`src/design/bsre_pkg.sv`:
```
// ----------------------------------------------------------------------------
// Bitmap scaled rectangle emitter package
// Shared types and constants for the bitmap rectangle renderer.
// ----------------------------------------------------------------------------
`default_nettype none

package bsre_pkg;

  localparam int SCR_BITS  = 12;
  localparam int CODE_BITS = 8;
  localparam int ADDR_BITS = 4;
  localparam int DATA_BITS = 32;

  localparam logic [1:0] CMD_CLEAR = 2'd0;
  localparam logic [1:0] CMD_RECT  = 2'd1;
  localparam logic [1:0] CMD_FLUSH = 2'd2;

  localparam logic [1:0] REG_SCREEN_W = 2'd0;
  localparam logic [1:0] REG_SCREEN_H = 2'd1;
  localparam logic [1:0] REG_CODE_W   = 2'd2;
  localparam logic [1:0] REG_CODE_H   = 2'd3;

  localparam logic [SCR_BITS-1:0]  SCREEN_W_RST = 12'd240;
  localparam logic [SCR_BITS-1:0]  SCREEN_H_RST = 12'd240;
  localparam logic [CODE_BITS-1:0] CODE_W_RST   = 8'd25;
  localparam logic [CODE_BITS-1:0] CODE_H_RST   = 8'd25;

  typedef struct packed {
    logic       clear;
    logic       flush;
    logic [7:0] mask;
  } job_ctl_t;

endpackage

`default_nettype wire

```
`src/design/bsre_div.sv`:
```
// ----------------------------------------------------------------------------
// Iterative divider
// Restoring division of a screen size by a code size, one bit per cycle.
// ----------------------------------------------------------------------------
`default_nettype none

module bsre_div (
  input  wire logic                               clk,
  input  wire logic                               rst_n,
  input  wire logic                               start,
  input  wire logic [bsre_pkg::SCR_BITS-1:0]      dividend,
  input  wire logic [bsre_pkg::CODE_BITS-1:0]     divisor,
  output logic                                    done,
  output logic [bsre_pkg::SCR_BITS-1:0]           quotient
);

  localparam int NB = bsre_pkg::SCR_BITS;
  localparam int DB = bsre_pkg::CODE_BITS;
  localparam int CB = $clog2(NB);

  logic [NB-1:0] qd_r;
  logic [DB-1:0] rem_r;
  logic [DB-1:0] dvs_r;
  logic [CB-1:0] cnt_r;
  logic          busy_r;
  logic          done_r;
  logic [DB:0]   rem_sh;
  logic          fits;

  always_comb begin
    rem_sh = {rem_r, qd_r[NB-1]};
    fits   = rem_sh >= {1'b0, dvs_r};
  end

  always_ff @(posedge clk) begin
    if (!rst_n) begin
      busy_r <= 1'b0;
      done_r <= 1'b0;
      cnt_r  <= '0;
    end else begin
      done_r <= 1'b0;
      if (start) begin
        busy_r <= 1'b1;
        cnt_r  <= '0;
        qd_r   <= dividend;
        rem_r  <= '0;
        dvs_r  <= divisor;
      end else if (busy_r) begin
        qd_r  <= {qd_r[NB-2:0], fits};
        rem_r <= fits ? DB'(rem_sh - {1'b0, dvs_r}) : rem_sh[DB-1:0];
        cnt_r <= cnt_r + 1'b1;
        if (cnt_r == CB'(NB - 1)) begin
          busy_r <= 1'b0;
          done_r <= 1'b1;
        end
      end
    end
  end

  assign done     = done_r;
  assign quotient = qd_r;

endmodule

`default_nettype wire

```
`src/design/bsre_front.sv`:
```
// ----------------------------------------------------------------------------
// Front end
// Accepts bitmap bytes, sets up scale and offsets at frame start, tracks the
// row and column, and turns each byte that has work into a rendering job.
// ----------------------------------------------------------------------------
`default_nettype none

module bsre_front #(
  parameter int COORD_BITS = 12
) (
  input  wire logic                            clk,
  input  wire logic                            rst_n,
  input  wire logic                            in_valid,
  output logic                                 in_ready,
  input  wire logic [7:0]                      in_byte,
  input  wire logic [bsre_pkg::SCR_BITS-1:0]   screen_w,
  input  wire logic [bsre_pkg::SCR_BITS-1:0]   screen_h,
  input  wire logic [bsre_pkg::CODE_BITS-1:0]  code_w,
  input  wire logic [bsre_pkg::CODE_BITS-1:0]  code_h,
  output logic                                 job_valid,
  input  wire logic                            job_ready,
  output bsre_pkg::job_ctl_t                   job_ctl,
  output logic [COORD_BITS+9:0]                job_x,
  output logic [COORD_BITS+9:0]                job_y,
  output logic [COORD_BITS-1:0]                job_scale
);

  localparam int C  = COORD_BITS;
  localparam int WB = COORD_BITS + 10;
  localparam int PW = COORD_BITS + bsre_pkg::CODE_BITS;
  localparam int SB = bsre_pkg::SCR_BITS;
  localparam int KB = bsre_pkg::CODE_BITS;

  typedef enum logic [4:0] {
    F_IDLE = 5'b00001,
    F_DIV  = 5'b00010,
    F_MUL  = 5'b00100,
    F_OFS  = 5'b01000,
    F_PUSH = 5'b10000
  } fstate_t;

  fstate_t       state_r, state_nxt;
  logic [7:0]    byte_r;
  logic          active_r;
  logic          clear_pend_r;
  logic          zero_div_r;
  logic [KB-1:0] row_r;
  logic [KB-1:0] col_r;
  logic [C-1:0]  scale_r;
  logic [C-1:0]  off_x_r;
  logic [PW-1:0] prod_w_r;
  logic [PW-1:0] prod_h_r;
  logic [WB-1:0] x_base_r;
  logic [WB-1:0] y_base_r;

  logic          accept;
  logic          div_start;
  logic          div_done;
  logic [SB-1:0] div_q;
  logic [SB-1:0] div_num;
  logic [KB-1:0] div_den;
  logic [PW-1:0] gap_x;
  logic [PW-1:0] gap_y;
  logic [C-1:0]  off_x;
  logic [C-1:0]  off_y;
  logic          act;
  logic [7:0]    mask;
  logic [KB:0]   col_pos;
  logic [KB:0]   col8;
  logic          row_end;
  logic [KB:0]   row_after;
  logic          flush;
  logic          has_work;
  logic          push_done;

  always_comb begin
    accept    = in_valid && (state_r == F_IDLE);
    div_start = accept && !active_r;
    if (screen_w <= screen_h) begin
      div_num = screen_w;
      div_den = code_w;
    end else begin
      div_num = screen_h;
      div_den = code_h;
    end

    gap_x = (PW'(screen_w) > prod_w_r) ? ((PW'(screen_w) - prod_w_r) >> 1) : '0;
    gap_y = (PW'(screen_h) > prod_h_r) ? ((PW'(screen_h) - prod_h_r) >> 1) : '0;
    off_x = (|gap_x[PW-1:C]) ? {C{1'b1}} : gap_x[C-1:0];
    off_y = (|gap_y[PW-1:C]) ? {C{1'b1}} : gap_y[C-1:0];

    act = row_r < code_h;
    for (int i = 0; i < 8; i++) begin
      col_pos     = {1'b0, col_r} + (KB+1)'(i);
      mask[7 - i] = act && (col_pos < {1'b0, code_w}) && !byte_r[7 - i];
    end
    col8      = {1'b0, col_r} + (KB+1)'(8);
    row_end   = act && (col8 >= {1'b0, code_w});
    row_after = row_end ? ({1'b0, row_r} + (KB+1)'(1)) : {1'b0, row_r};
    flush     = row_after >= {1'b0, code_h};
    has_work  = clear_pend_r || (|mask) || flush;
    push_done = (state_r == F_PUSH) && (!has_work || job_ready);

    state_nxt = state_r;
    case (state_r)
      F_IDLE: begin
        if (accept) begin
          state_nxt = active_r ? F_PUSH : F_DIV;
        end
      end
      F_DIV: begin
        if (div_done) begin
          state_nxt = F_MUL;
        end
      end
      F_MUL:  state_nxt = F_OFS;
      F_OFS:  state_nxt = F_PUSH;
      F_PUSH: begin
        if (push_done) begin
          state_nxt = F_IDLE;
        end
      end
      default: state_nxt = F_IDLE;
    endcase
  end

  always_ff @(posedge clk) begin
    if (!rst_n) begin
      state_r      <= F_IDLE;
      active_r     <= 1'b0;
      clear_pend_r <= 1'b0;
      row_r        <= '0;
      col_r        <= '0;
    end else begin
      state_r <= state_nxt;
      case (state_r)
        F_IDLE: begin
          if (accept) begin
            byte_r     <= in_byte;
            zero_div_r <= (div_den == '0);
          end
        end
        F_DIV: begin
          if (div_done) begin
            scale_r <= zero_div_r ? '0 : C'(div_q);
          end
        end
        F_MUL: begin
          prod_w_r <= PW'(scale_r) * PW'(code_w);
          prod_h_r <= PW'(scale_r) * PW'(code_h);
        end
        F_OFS: begin
          off_x_r      <= off_x;
          x_base_r     <= WB'(off_x);
          y_base_r     <= WB'(off_y);
          row_r        <= '0;
          col_r        <= '0;
          active_r     <= 1'b1;
          clear_pend_r <= 1'b1;
        end
        F_PUSH: begin
          if (push_done) begin
            clear_pend_r <= 1'b0;
            if (flush) begin
              active_r <= 1'b0;
              row_r    <= '0;
              col_r    <= '0;
            end else if (row_end) begin
              row_r    <= row_after[KB-1:0];
              col_r    <= '0;
              x_base_r <= WB'(off_x_r);
              y_base_r <= y_base_r + WB'(scale_r);
            end else begin
              col_r    <= col8[KB-1:0];
              x_base_r <= x_base_r + (WB'(scale_r) << 3);
            end
          end
        end
        default: begin
        end
      endcase
    end
  end

  bsre_div u_div (
    .clk      (clk),
    .rst_n    (rst_n),
    .start    (div_start),
    .dividend (div_num),
    .divisor  (div_den),
    .done     (div_done),
    .quotient (div_q)
  );

  assign in_ready      = (state_r == F_IDLE);
  assign job_valid     = (state_r == F_PUSH) && has_work;
  assign job_ctl.clear = clear_pend_r;
  assign job_ctl.flush = flush;
  assign job_ctl.mask  = mask;
  assign job_x         = x_base_r;
  assign job_y         = y_base_r;
  assign job_scale     = scale_r;

endmodule

`default_nettype wire

```
`src/design/bsre_fifo.sv`:
```
// ----------------------------------------------------------------------------
// Job queue
// Two-entry queue that decouples the front end from the back end.
// ----------------------------------------------------------------------------
`default_nettype none

module bsre_fifo #(
  parameter int W = 8
) (
  input  wire logic          clk,
  input  wire logic          rst_n,
  input  wire logic          wr_valid,
  output logic               wr_ready,
  input  wire logic [W-1:0]  wr_data,
  output logic               rd_valid,
  input  wire logic          rd_ready,
  output logic [W-1:0]       rd_data
);

  logic [W-1:0] mem_r [2];
  logic         wptr_r;
  logic         rptr_r;
  logic [1:0]   cnt_r;
  logic         wr_en;
  logic         rd_en;

  always_comb begin
    wr_ready = (cnt_r != 2'd2);
    rd_valid = (cnt_r != 2'd0);
    wr_en    = wr_valid && wr_ready;
    rd_en    = rd_valid && rd_ready;
    rd_data  = mem_r[rptr_r];
  end

  always_ff @(posedge clk) begin
    if (!rst_n) begin
      wptr_r <= 1'b0;
      rptr_r <= 1'b0;
      cnt_r  <= 2'd0;
    end else begin
      if (wr_en) begin
        wptr_r <= ~wptr_r;
      end
      if (rd_en) begin
        rptr_r <= ~rptr_r;
      end
      if (wr_en && !rd_en) begin
        cnt_r <= cnt_r + 2'd1;
      end else if (rd_en && !wr_en) begin
        cnt_r <= cnt_r - 2'd1;
      end
    end
  end

  always_ff @(posedge clk) begin
    if (wr_en) begin
      mem_r[wptr_r] <= wr_data;
    end
  end

endmodule

`default_nettype wire

```
`src/design/bsre_back.sv`:
```
// ----------------------------------------------------------------------------
// Back end
// Executes rendering jobs: clear, one rectangle per black module, and flush,
// into a registered output stage; a new job is taken only when idle.
// ----------------------------------------------------------------------------
`default_nettype none

module bsre_back #(
  parameter int COORD_BITS = 12
) (
  input  wire logic                  clk,
  input  wire logic                  rst_n,
  input  wire logic                  job_valid,
  output logic                       job_ready,
  input  wire bsre_pkg::job_ctl_t    job_ctl,
  input  wire logic [COORD_BITS+9:0] job_x,
  input  wire logic [COORD_BITS+9:0] job_y,
  input  wire logic [COORD_BITS-1:0] job_scale,
  output logic                       out_valid,
  input  wire logic                  out_ready,
  output logic [1:0]                 out_cmd,
  output logic [COORD_BITS-1:0]      out_left,
  output logic [COORD_BITS-1:0]      out_top,
  output logic [COORD_BITS-1:0]      out_right,
  output logic [COORD_BITS-1:0]      out_bottom,
  output logic                       out_last
);

  localparam int C  = COORD_BITS;
  localparam int WB = COORD_BITS + 10;

  typedef enum logic [3:0] {
    B_IDLE  = 4'b0001,
    B_CLR   = 4'b0010,
    B_RECT  = 4'b0100,
    B_FLUSH = 4'b1000
  } bstate_t;

  bstate_t       state_r;
  logic          flush_r;
  logic [7:0]    mask_r;
  logic [WB-1:0] x_r;
  logic [WB-1:0] y_r;
  logic [C-1:0]  scale_r;
  logic          out_valid_r;
  logic [1:0]    out_cmd_r;
  logic [C-1:0]  out_left_r;
  logic [C-1:0]  out_top_r;
  logic [C-1:0]  out_right_r;
  logic [C-1:0]  out_bottom_r;
  logic          out_last_r;

  logic          adv;
  logic [7:0]    rem_mask;
  logic [WB-1:0] x_right;
  logic [WB-1:0] y_bot;
  logic [C-1:0]  sat_l;
  logic [C-1:0]  sat_t;
  logic [C-1:0]  sat_r;
  logic [C-1:0]  sat_b;

  always_comb begin
    adv       = !out_valid_r || out_ready;
    rem_mask  = {mask_r[6:0], 1'b0};
    x_right   = x_r + WB'(scale_r);
    y_bot     = y_r + WB'(scale_r);
    sat_l     = (|x_r[WB-1:C])     ? {C{1'b1}} : x_r[C-1:0];
    sat_t     = (|y_r[WB-1:C])     ? {C{1'b1}} : y_r[C-1:0];
    sat_r     = (|x_right[WB-1:C]) ? {C{1'b1}} : x_right[C-1:0];
    sat_b     = (|y_bot[WB-1:C])   ? {C{1'b1}} : y_bot[C-1:0];
    job_ready = (state_r == B_IDLE);
  end

  always_ff @(posedge clk) begin
    if (!rst_n) begin
      state_r     <= B_IDLE;
      out_valid_r <= 1'b0;
    end else begin
      if (out_valid_r && out_ready) begin
        out_valid_r <= 1'b0;
      end
      case (state_r)
        B_IDLE: begin
          if (job_valid) begin
            flush_r <= job_ctl.flush;
            mask_r  <= job_ctl.mask;
            x_r     <= job_x;
            y_r     <= job_y;
            scale_r <= job_scale;
            if (job_ctl.clear) begin
              state_r <= B_CLR;
            end else if (|job_ctl.mask) begin
              state_r <= B_RECT;
            end else begin
              state_r <= B_FLUSH;
            end
          end
        end
        B_CLR: begin
          if (adv) begin
            out_valid_r  <= 1'b1;
            out_cmd_r    <= bsre_pkg::CMD_CLEAR;
            out_left_r   <= '0;
            out_top_r    <= '0;
            out_right_r  <= '0;
            out_bottom_r <= '0;
            out_last_r   <= (mask_r == 8'd0) && !flush_r;
            if (|mask_r) begin
              state_r <= B_RECT;
            end else if (flush_r) begin
              state_r <= B_FLUSH;
            end else begin
              state_r <= B_IDLE;
            end
          end
        end
        B_RECT: begin
          if (!mask_r[7] || adv) begin
            if (mask_r[7]) begin
              out_valid_r  <= 1'b1;
              out_cmd_r    <= bsre_pkg::CMD_RECT;
              out_left_r   <= sat_l;
              out_top_r    <= sat_t;
              out_right_r  <= sat_r;
              out_bottom_r <= sat_b;
              out_last_r   <= (rem_mask == 8'd0) && !flush_r;
            end
            mask_r <= rem_mask;
            x_r    <= x_right;
            if (rem_mask == 8'd0) begin
              state_r <= flush_r ? B_FLUSH : B_IDLE;
            end
          end
        end
        B_FLUSH: begin
          if (adv) begin
            out_valid_r  <= 1'b1;
            out_cmd_r    <= bsre_pkg::CMD_FLUSH;
            out_left_r   <= '0;
            out_top_r    <= '0;
            out_right_r  <= '0;
            out_bottom_r <= '0;
            out_last_r   <= 1'b1;
            state_r      <= B_IDLE;
          end
        end
        default: state_r <= B_IDLE;
      endcase
    end
  end

  assign out_valid  = out_valid_r;
  assign out_cmd    = out_cmd_r;
  assign out_left   = out_left_r;
  assign out_top    = out_top_r;
  assign out_right  = out_right_r;
  assign out_bottom = out_bottom_r;
  assign out_last   = out_last_r;

endmodule

`default_nettype wire

```
`src/design/bitmap_scaled_rect_emitter_core.sv`:
```
// ----------------------------------------------------------------------------
// Bitmap scaled rectangle emitter
// Renders a 1-bit bitmap as drawing commands: clear, black rectangles, flush.
//
// The in_ stream carries one bitmap byte per transaction, MSB first, rows
// padded to whole bytes. The out_ stream carries one command per
// transaction; out_tlast marks the last command caused by an input byte.
// Screen and bitmap sizes are written through the cfg_ APB port; the user
// must write them only while idle, as the block itself does not enforce it.
// Setup of a frame's first byte: the bit-serial divider finds the scale,
// then the products and then the centering offsets are registered. After
// that the front end takes a new byte only once the job for the last one is
// in the queue. The back end takes a job when idle, emits the clear if asked,
// steps through the bit positions up to the last black module of the byte,
// then the flush if asked. A two-entry job queue sits between the two halves,
// so the front end keeps accepting bytes while the output register holds a
// command the receiver has not taken. A stalled receiver holds out_ data and
// stops the back end. Reset empties the queue and ends any frame; the
// registers return to a 240 by 240 screen and a 25 by 25 bitmap.
// ----------------------------------------------------------------------------
`default_nettype none

module bitmap_scaled_rect_emitter_core #(
  parameter int COORD_BITS = 12
) (
  input  wire logic                                 clk,
  input  wire logic                                 rst_n,
  // bitmap_byte[7:0]
  input  wire logic [7:0]                           in_tdata,
  input  wire logic                                 in_tvalid,
  output logic                                      in_tready,
  // left_x, top_y, right_x, bottom_y, each COORD_BITS wide, zero padded
  output logic [((4*COORD_BITS+7)/8)*8-1:0]         out_tdata,
  // command[1:0]
  output logic [1:0]                                out_tuser,
  output logic                                      out_tlast,
  output logic                                      out_tvalid,
  input  wire logic                                 out_tready,
  input  wire logic                                 cfg_psel,
  input  wire logic                                 cfg_penable,
  input  wire logic                                 cfg_pwrite,
  input  wire logic [bsre_pkg::ADDR_BITS-1:0]       cfg_paddr,
  input  wire logic [bsre_pkg::DATA_BITS-1:0]       cfg_pwdata,
  output logic [bsre_pkg::DATA_BITS-1:0]            cfg_prdata,
  output logic                                      cfg_pready
);

  localparam int C   = COORD_BITS;
  localparam int WB  = COORD_BITS + 10;
  localparam int TDW = ((4*COORD_BITS+7)/8)*8;
  localparam int CTW = $bits(bsre_pkg::job_ctl_t);
  localparam int QW  = CTW + 2*WB + C;
  localparam int SB  = bsre_pkg::SCR_BITS;
  localparam int KB  = bsre_pkg::CODE_BITS;
  localparam int DW  = bsre_pkg::DATA_BITS;

  logic [SB-1:0] screen_w_r;
  logic [SB-1:0] screen_h_r;
  logic [KB-1:0] code_w_r;
  logic [KB-1:0] code_h_r;
  logic          cfg_wr;

  bsre_pkg::job_ctl_t f_ctl;
  bsre_pkg::job_ctl_t b_ctl;
  logic               f_valid;
  logic               f_ready;
  logic [WB-1:0]      f_x;
  logic [WB-1:0]      f_y;
  logic [C-1:0]       f_scale;
  logic               b_valid;
  logic               b_ready;
  logic [QW-1:0]      b_data;
  logic [WB-1:0]      b_x;
  logic [WB-1:0]      b_y;
  logic [C-1:0]       b_scale;
  logic [C-1:0]       o_left;
  logic [C-1:0]       o_top;
  logic [C-1:0]       o_right;
  logic [C-1:0]       o_bottom;

  assign cfg_wr     = cfg_psel && cfg_penable && cfg_pwrite;
  assign cfg_pready = 1'b1;

  always_ff @(posedge clk) begin
    if (!rst_n) begin
      screen_w_r <= bsre_pkg::SCREEN_W_RST;
      screen_h_r <= bsre_pkg::SCREEN_H_RST;
      code_w_r   <= bsre_pkg::CODE_W_RST;
      code_h_r   <= bsre_pkg::CODE_H_RST;
    end else if (cfg_wr) begin
      case (cfg_paddr[3:2])
        bsre_pkg::REG_SCREEN_W: screen_w_r <= cfg_pwdata[SB-1:0];
        bsre_pkg::REG_SCREEN_H: screen_h_r <= cfg_pwdata[SB-1:0];
        bsre_pkg::REG_CODE_W:   code_w_r   <= cfg_pwdata[KB-1:0];
        bsre_pkg::REG_CODE_H:   code_h_r   <= cfg_pwdata[KB-1:0];
        default: begin
        end
      endcase
    end
  end

  always_comb begin
    case (cfg_paddr[3:2])
      bsre_pkg::REG_SCREEN_W: cfg_prdata = DW'(screen_w_r);
      bsre_pkg::REG_SCREEN_H: cfg_prdata = DW'(screen_h_r);
      bsre_pkg::REG_CODE_W:   cfg_prdata = DW'(code_w_r);
      bsre_pkg::REG_CODE_H:   cfg_prdata = DW'(code_h_r);
      default:                cfg_prdata = '0;
    endcase
  end

  bsre_front #(
    .COORD_BITS (COORD_BITS)
  ) u_front (
    .clk       (clk),
    .rst_n     (rst_n),
    .in_valid  (in_tvalid),
    .in_ready  (in_tready),
    .in_byte   (in_tdata),
    .screen_w  (screen_w_r),
    .screen_h  (screen_h_r),
    .code_w    (code_w_r),
    .code_h    (code_h_r),
    .job_valid (f_valid),
    .job_ready (f_ready),
    .job_ctl   (f_ctl),
    .job_x     (f_x),
    .job_y     (f_y),
    .job_scale (f_scale)
  );

  bsre_fifo #(
    .W (QW)
  ) u_fifo (
    .clk      (clk),
    .rst_n    (rst_n),
    .wr_valid (f_valid),
    .wr_ready (f_ready),
    .wr_data  ({f_ctl, f_x, f_y, f_scale}),
    .rd_valid (b_valid),
    .rd_ready (b_ready),
    .rd_data  (b_data)
  );

  assign {b_ctl, b_x, b_y, b_scale} = b_data;

  bsre_back #(
    .COORD_BITS (COORD_BITS)
  ) u_back (
    .clk        (clk),
    .rst_n      (rst_n),
    .job_valid  (b_valid),
    .job_ready  (b_ready),
    .job_ctl    (b_ctl),
    .job_x      (b_x),
    .job_y      (b_y),
    .job_scale  (b_scale),
    .out_valid  (out_tvalid),
    .out_ready  (out_tready),
    .out_cmd    (out_tuser),
    .out_left   (o_left),
    .out_top    (o_top),
    .out_right  (o_right),
    .out_bottom (o_bottom),
    .out_last   (out_tlast)
  );

  assign out_tdata = TDW'({o_bottom, o_right, o_top, o_left});

endmodule

`default_nettype wire

```
`config.mk`:
```
export PLATFORM = sky130hd
export DESIGN_NAME = bitmap_scaled_rect_emitter_core
export DESIGN_NICKNAME = d
export VERILOG_FILES = /design/src/design/bsre_pkg.sv /design/src/design/bsre_div.sv /design/src/design/bsre_front.sv /design/src/design/bsre_fifo.sv /design/src/design/bsre_back.sv /design/src/design/bitmap_scaled_rect_emitter_core.sv
export SDC_FILE = /design/constraint.sdc
export NUM_CORES = 1
export LEC_CHECK = 0
export BUFFER_PORTS_ARGS = -buffer_cell sky130_fd_sc_hd__buf_2
export CORE_UTILIZATION = 68
export DETAILED_ROUTE_END_ITERATION = 7
export PLACE_DENSITY_LB_ADDON = 0.05
export SETUP_SLACK_MARGIN = 0.02
export SLEW_MARGIN = 20
export SYNTH_ARGS = -nofsm -noshare
export SYNTH_HDL_FRONTEND = slang
export SYNTH_HIERARCHICAL = 1
export SYNTH_SLANG_ARGS = --single-unit
```
`constraint.sdc`:
```
create_clock -name clk -period 17.1 [get_ports clk]
set_input_delay 0.855 -clock clk [delete_from_list [all_inputs] [get_ports clk]]
set_output_delay 0.855 -clock clk [all_outputs]
set_load 0.05 [all_outputs]
```
==> results of run 1 <==
flip-flops by register name, indices dropped and copies added, names as in the netlist, 20 cells and up, named ones only:
name	cells
u_back/x_r	22
u_back/y_r	22
u_fifo/mem_r	132
u_front/job_x	22
u_front/job_y	22
u_front/prod_h_r	20
u_front/prod_w_r	20
placed cells by master, fill, tap and decap left out, types with 13 or more instances in the layout:
cell,count
edfxtp_1,393
xnor2_1,71
dfxtp_1,75
conb_1,21
nand2_1,308
nor2_1,198
xor2_1,55
nand3_1,58
a211oi_1,29
mux2i_1,56
a21o_1,34
a21oi_1,126
nor2b_1,57
o211ai_1,16
clkbuf_16,50
and3_1,22
mux2_2,92
nand4_1,24
and2_1,97
a31oi_1,32
nand2b_1,27
buf_2,93
nor3_1,45
o21a_1,22
o21ai_0,82
buf_4,30
fa_1,127
ha_1,210
nor4_1,13
inv_1,228
cell type report:
type / count / share of cell area [%]
Sequential cell: 469 / 40.4
Tap cell: 592 / 2.24
Multi-Input combinational cell: 2026 / 47.7
Inverter: 230 / 2.62
Clock buffer: 56 / 3.86
Timing Repair Buffer: 123 / 2.09
Clock inverter: 31 / 1.08
worst register-to-register path, delay by kind of cell, from the launching register on:
kind	cells	cell delay [ns]
AO/OA/AOI/OAI	9	2.83
AND/OR/NAND/NOR	4	1.02
flip-flops	1	0.81
buffers and inverters	2	0.58
adder cells (fa/ha/maj)	2	0.57
XOR/XNOR	1	0.24
per-layer routing:
layer  part of all wire [%]  global-route usage, %
met1                     43                   39.6
met2                     48                   51.3
met3                    5.7                   4.25
met4                    3.7                   12.7
met5                      0                      0
power groups by stage:
stage | Clock, mW | Combinational, mW | Sequential [mW]
5_1_grt | 1.14 | 0.600 | 1.36
3_3_place_gp | 0 | 0.517 | 1.38
4_1_cts | 1.10 | 0.541 | 1.36
2_1_floorplan | 0 | 0.439 | 1.37
3_5_place_dp | 0 | 0.535 | 1.38
6_report | 1.09 | 0.544 | 1.36
logic make-up (layout without fill, tap and decap cells):
family | after synthesis | in the layout | synth area share, %
other cells | 2 | 21 | 0.0246
fa+ha+maj | 337 | 337 | 17.0
flops | 469 | 469 | 43.7
buf+inv | 357 | 440 | 5.00
simple gates | 925 | 925 | 14.8
mux | 156 | 156 | 5.83
compound gates | 461 | 461 | 10.1
xor+xnor | 126 | 126 | 3.62
stage by stage:
stage | util (%) | setup slack [ns] | instance area, µm²
floorplan | - | 10.60 | 30600
global placement | 71.0 | 10.92 | 31400
detailed placement | 71.0 | 10.83 | 31400
CTS | 74.6 | 10.78 | 33000
global route | 74.6 | 10.39 | 33000
finish | 74.6 | 10.70 | 33000
worst max path at each step:
stage	startpoint	endpoint	slack, ns	cells after the start
after floorplan	u_front/col_r[3]	u_front/job_x[0]	10.60	22
after CTS	code_h_r[1]	u_front/job_y[21]	10.78	18
after detailed placement	code_h_r[1]	u_front/job_y[16]	10.83	18
after global placement	code_h_r[1]	u_front/job_y[14]	10.92	18
final	code_h_r[1]	u_front/job_y[21]	10.70	18
after global routing	code_h_r[1]	u_front/job_y[21]	10.39	18
==> flow_summary_export.csv, run 1 <==
group,metric,value,unit
layout,regArea,0.0133,mm²
layout,finalNonFillerCells,3527,
sta,setup_viol,0,
power,clkPwrFrac,36.3,%
sta,holdWs,0.448,ns
global_route,grt_pass1_wl,109000,µm
layout,fill_cells,3046,
clocking,cts_resized,0,
global_route,grtUsageTotal,30.4,%
detailed_routing,first_iter_violations,1665,
power,power_density,90.5,mW/mm²
worst_hold_path,min_from,"in_tdata[3]",
detailed_routing,via_per_inst,6.10,
critical_path,reg2reg_slack,10.70,ns
yosys,syn_avg_cell_area,10.8,µm²
critical_path,cp_num_buf_inv,2,
critical_path,cpPeakStageDelay,0.81,ns
clocking,cts_tree,"done",
sta,min_period,6.40,ns
critical_path,cp_data_required_time,17.34,ns
power,ir_worst_vdd,0.0000743,V
critical_path,timing.rr.start,"code_h_r[1]",
flow_run,cap_violations,0,
sta,worst_pin_slew,1.17,ns
yosys,netlist.top_cell.by_area,"edfxtp_1",
detailed_routing,drt-total-wl,68000,µm
clocking,ctsRootBufferMaster,"clkbuf_16",
yosys,synth_edf_count,393,
detailed_routing,vias,21500,
run_status,run_status,"completed",
detailed_routing,drtAntennaViolNets,0,
layout,n_antenna_cell,0,
clocking,cts_made_buffers,49,
yosys,yosysTopAreaCellShare,38.7,%
yosys,ys_seq_area_share,43.7,%
detailed_routing,drtPass1Iterations,7,
clocking,clk_path_buf_depth,3,
floorplanning,die-area,0.0457,mm²
placed_design,dpl.cell_count,3440,
floorplanning,die_x,214,µm
placed_design,hpwl,48100,µm
global_route,antenna_found_initial,0,
layout,nets,3287,
sta,relSlewSlack,22.2,%
layout,multi_input_area,0.0158,mm²
power,seqPwrFrac,45.5,%
critical_path,critPathLaunchType,"flip-flop",
yosys,yosysWarningCount,6,
sta,fmax,156,MHz
yosys,mappedNetlistArea,0.0305,mm²
clocking,cts_setup_buffers,0,
sta,skew,0.0258,ns
detailed_routing,wl_per_cell,19.3,µm
critical_path,end_kind,"flip-flop",
power,finalPower,2.99,mW
critical_path,cpMaxStageDelayCell,"dfxtp_1",
yosys,synthCells,2833,
clocking,cts.sinks,469,
power,internal_power,2.18,mW
yosys,synth_cell_types,105,
yosys,ys_ff_latch,469,
yosys,ys.flop_type,"edfxtp_1",
yosys,synthTopCellsByCount,"edfxtp_1 (393), nand2_1 (308), inv_1 (229)",
clocking,clk_pin_slew,0.07,ns
floorplanning,core,0.0442,mm²
sta,rsz0062_at_grt,"false",
worst_hold_path,hold_path_depth,1,
floorplanning,ios,137,
critical_path,crit_fanout,25,
global_route,grt_pass1_vias,21400,
sta,post-route-period-util,37.4,%
floorplanning,initial_utilization,69.0,%
clocking,clock_latency,0.60,ns
global_route,grt.overflow.total,0,
critical_path,crit_family,"compound AO/OA/AOI/OAI gates",
sta,hold_viol,0,
yosys,synth_area_leaders,"edfxtp_1 (39%), ha_1 (8.6%), fa_1 (8.3%), dfxtp_1 (5.0%), nand2_1 (3.8%)",
power,leakage,13.4,nW
worst_hold_path,hold_end,"u_front/byte_r[3]",
placed_design,numPortBuffers,93,
critical_path,crit_type,"flip-flop to flip-flop",
floorplanning,die_h,214,µm
global_route,grt_max_degree,86,
clocking,ctsHoldBuffers,0,
floorplanning,rows,77,
critical_path,cp_cell_sequence,"inv_1 > ha_1 > nor3b_1 > o21ai_0 > a21oi_1 > o21a_1 > nand2_1 > xnor2_1 > ha_1 > a21o_1 > a31oi_1 > o21ai_1 > o41a_1 > a41o_1 > nor4_4 > o22ai_2 > nor3_2 > buf_4",
detailed_routing,drc,0,
sta,fin_tns_setup,0,ns
placed_design,place_congestion,0.922,
power,p_sw,0.813,mW
layout,area_delta_synth_final,8.23,%
yosys,synth_async_sr_flop_share,0,%
sta,drv_slew,0,
critical_path,regToRegEndpoint,"u_front/job_y[21]",
critical_path,crit_path_frequent_cell,"ha_1",
power,comb_power_share,18.2,%
worst_hold_path,hp-class,"input pin to flip-flop",
critical_path,reg2reg_depth,18,
yosys,synth.most_common_cell,"edfxtp_1",
layout,drive_gt1_share,11.8,%
power,swShare,27.2,%
critical_path,critPathArrivalTime,6.64,ns
clocking,cts_max_level,2,
Power figures use the tool's default switching activity.
==> inputs of run 2 (changes only) <==
--- a/config.mk
+++ b/config.mk
@@ -5,8 +5,9 @@
 export SDC_FILE = /design/constraint.sdc
 export NUM_CORES = 1
 export LEC_CHECK = 0
+export ABC_AREA = 1
 export BUFFER_PORTS_ARGS = -buffer_cell sky130_fd_sc_hd__buf_2
-export CORE_UTILIZATION = 68
+export CORE_UTILIZATION = 63
 export DETAILED_ROUTE_END_ITERATION = 7
 export PLACE_DENSITY_LB_ADDON = 0.05
 export SETUP_SLACK_MARGIN = 0.02
==> constraint.sdc (replaced) <==
create_clock -name clk -period 6.6 [get_ports clk]
set_input_delay 0.33 -clock clk [delete_from_list [all_inputs] [get_ports clk]]
set_output_delay 0.33 -clock clk [all_outputs]
set_load 0.05 [all_outputs]
==> run 2 against run 1 <==
Against the previous run:
- die area rose by 14%
- via count rose by 16%
- clock power rose to 2.6 times the previous value
- clock-buffer cell count rose by 4
- largest power group unchanged
- register-to-register slack got worse by 9.9 ns
- design area rose by 6.6%
- area after synthesis rose by 6.1%
- final cell count rose by 27%
- utilization fell by 4.8 points
- highest routed layer unchanged
==> flow_summary_export.csv, run 2 <==
group,metric,value,unit
detailed_routing,first_iter_violations,1877,
clocking,cts_setup_buffers,0,
critical_path,end_kind,"flip-flop",
layout,final_common_cell,"nand2_1",
clocking,cts_made_buffers,50,
critical_path,timing.rr.start,"code_h_r[2]",
detailed_routing,drtPass1Iterations,6,
sta,min_period,5.76,ns
power,leakage,16.6,nW
placed_design,pre_cts_slack,0.944,ns
detailed_routing,drt-total-wl,75500,µm
sta,relSlewSlack,22.4,%
sta,fmax,174,MHz
sta,fin_tns_setup,0,ns
critical_path,cpMaxStageDelayCell,"dfxtp_1",
yosys,mappedNetlistArea,0.0323,mm²
yosys,synthTopCellsByCount,"nand2_1 (909), inv_1 (619), edfxtp_1 (393)",
yosys,netlist.top_cell.by_area,"edfxtp_1",
critical_path,critPathArrivalTime,6.01,ns
layout,mostFrequentLayoutCells,"nand2_1 (909), inv_1 (619), edfxtp_1 (393)",
floorplanning,die_h,229,µm
detailed_routing,wl_per_cell,16.8,µm
yosys,yosysTopAreaCellShare,36.5,%
detailed_routing,vias,24900,
global_route,antenna_found_initial,1,
clocking,clk_pin_slew,0.06,ns
global_route,grt_pass1_wl,123000,µm
floorplanning,rows,82,
sta,drv_slew,0,
global_route,grt_pass1_vias,24600,
layout,utilization,69.8,%
detailed_routing,drtAntennaViolNets,0,
clocking,clk_path_buf_depth,3,
sta,holdWs,0.0407,ns
clocking,cts_tree,"done",
yosys,ys_seq_area_share,41.2,%
placed_design,hpwl,56500,µm
yosys,synth.most_common_cell,"nand2_1",
clocking,ctsRootBufferMaster,"clkbuf_16",
placed_design,numPortBuffers,93,
floorplanning,die_x,229,µm
yosys,ys_ff_latch,469,
run_status,run_status,"completed",
detailed_routing,drc,0,
detailed_routing,via_per_inst,5.55,
layout,largest-register,"u_fifo/mem_r",
yosys,yosysWarningCount,6,
sta,skew,0.0180,ns
layout,fill_cells,3945,
floorplanning,die-area,0.0522,mm²
critical_path,crit_fanout,25,
critical_path,reg2reg_depth,28,
power,ir_worst_vdd,0.000212,V
power,power_density,242,mW/mm²
sta,fin_ws,0.842,ns
worst_hold_path,hp-class,"input pin to flip-flop",
critical_path,cpPeakStageDelay,0.77,ns
critical_path,reg2reg_slack,0.84,ns
critical_path,crit_family,"simple AND/OR/NAND/NOR gates",
floorplanning,ios,137,
global_route,grt.overflow.total,0,
critical_path,cp_num_buf_inv,4,
yosys,syn_avg_cell_area,8.76,µm²
yosys,synth_area_leaders,"edfxtp_1 (36%), nand2_1 (11%), ha_1 (8.1%), fa_1 (7.9%), inv_1 (7.2%)",
yosys,ys.flop_type,"edfxtp_1",
clocking,cts_max_level,2,
placed_design,place_congestion,0.931,
critical_path,crit_path_frequent_cell,"nand2_1",
layout,largest_register_ffs,132,
yosys,synth_edf_count,393,
critical_path,regToRegEndpoint,"u_front/job_y[15]",
layout,area_delta_synth_final,8.79,%
floorplanning,core,0.0504,mm²
critical_path,critPathLaunchType,"flip-flop",
clocking,cts.sinks,469,
yosys,synth_cell_types,65,
critical_path,cp-endpoint,"u_front/job_y[15]",
layout,nets,4166,
global_route,grtUsageTotal,29.2,%
critical_path,worstSetupStartpoint,"code_h_r[2]",
global_route,grt_max_degree,65,
sta,hold_viol,0,
floorplanning,initial_utilization,64.2,%
sta,worst_pin_slew,1.16,ns
clocking,clock_latency,0.61,ns
layout,drive_gt1_share,11.1,%
yosys,synthCells,3693,
critical_path,crit_cells,28,
sta,post-route-period-util,87.2,%
sta,rsz0062_at_grt,"false",
layout,n_antenna_cell,0,
critical_path,cp_data_required_time,6.85,ns
yosys,synth_async_sr_flop_share,0,%
sta,setup_viol,0,
flow_run,cap_violations,0,
critical_path,crit_type,"flip-flop to flip-flop",
run 2: cell count changes after synthesis, sizes merged, moves of 55 or more:
cell / change
mux2i: -55
and2: -96
inv: +409
nor2: +108
nand2: +635
nand3: +139
nor2b: -58
run 2: kinds of logic after synthesis:
family	share of synthesized area [%]
mux	2.79
xor+xnor	2.36
compound gates	6.99
fa+ha+maj	16.0
buf+inv	9.79
simple gates	20.9
other cells	0.0232
flops	41.2
run 2: worst min-delay path by stage:
| stage | endpoint | startpoint | depth (start not counted) | slack, ns |
|---|---|---|---|---|
| after global placement | u_fifo/mem_r[0][34] | u_front/job_x[0] | 0 | 0.44 |
| after global routing | code_w_r[0] | cfg_pwdata[0] | 3 | 0.05 |
| after CTS | code_w_r[0] | cfg_pwdata[0] | 3 | 0.01 |
| after detailed placement | u_fifo/mem_r[0][34] | u_front/job_x[0] | 0 | 0.44 |
| after floorplan | u_back/state_r[0] | rst_n | 1 | 0.40 |
| final | code_w_r[0] | cfg_pwdata[0] | 3 | 0.04 |
run 2: worst min-delay path, cell delays in order:
cell,delay [ns]
buf_2,0.12
nand2_1,0.06
nand3_1,0.08
run 2: per-stage QoR:
stage / power, mW / instance area (µm²) / cells
after floorplan: 5.28 / 32400 / 3712
after global placement: 5.65 / 33300 / 4383
after detailed placement: 5.70 / 33300 / 4383
after CTS: 8.56 / 35100 / 4488
after global routing: 8.94 / 35200 / 4490
final: 8.52 / 35200 / 4490
run 2: metal layers:
layer | share of wire [%] | global-route usage, % | vias to the layer above
li1 | - | - | 12100
met1 | 42 | 37.1 | 11800
met2 | 48 | 50.7 | 864
met3 | 6.1 | 3.82 | 186
met4 | 3.8 | 11.3 | 0
met5 | 0 | 0 | -
run 2: power by group:
group / internal, mW / switching [mW] / total (mW)
Sequential: 3.46 / 0.142 / 3.60
Combinational: 0.734 / 1.33 / 2.07
Clock: 1.67 / 1.17 / 2.85
run 2: area by class of cell:
cell class / count / area, µm² / area share (%)
well taps: 672 / 841 / 2.39
multi-input cells: 2467 / 16000 / 45.4
flip-flops and latches: 469 / 13300 / 37.9
repair buffers: 149 / 976 / 2.77
clock inverters: 32 / 367 / 1.04
inverters: 641 / 2410 / 6.84
clock buffers: 60 / 1290 / 3.66
run 2: what timing repair did:
action                                 4_1_cts  5_1_grt
hold buffers                                13        0
endpoints found under the hold margin       16        0
resized for setup                            0        0
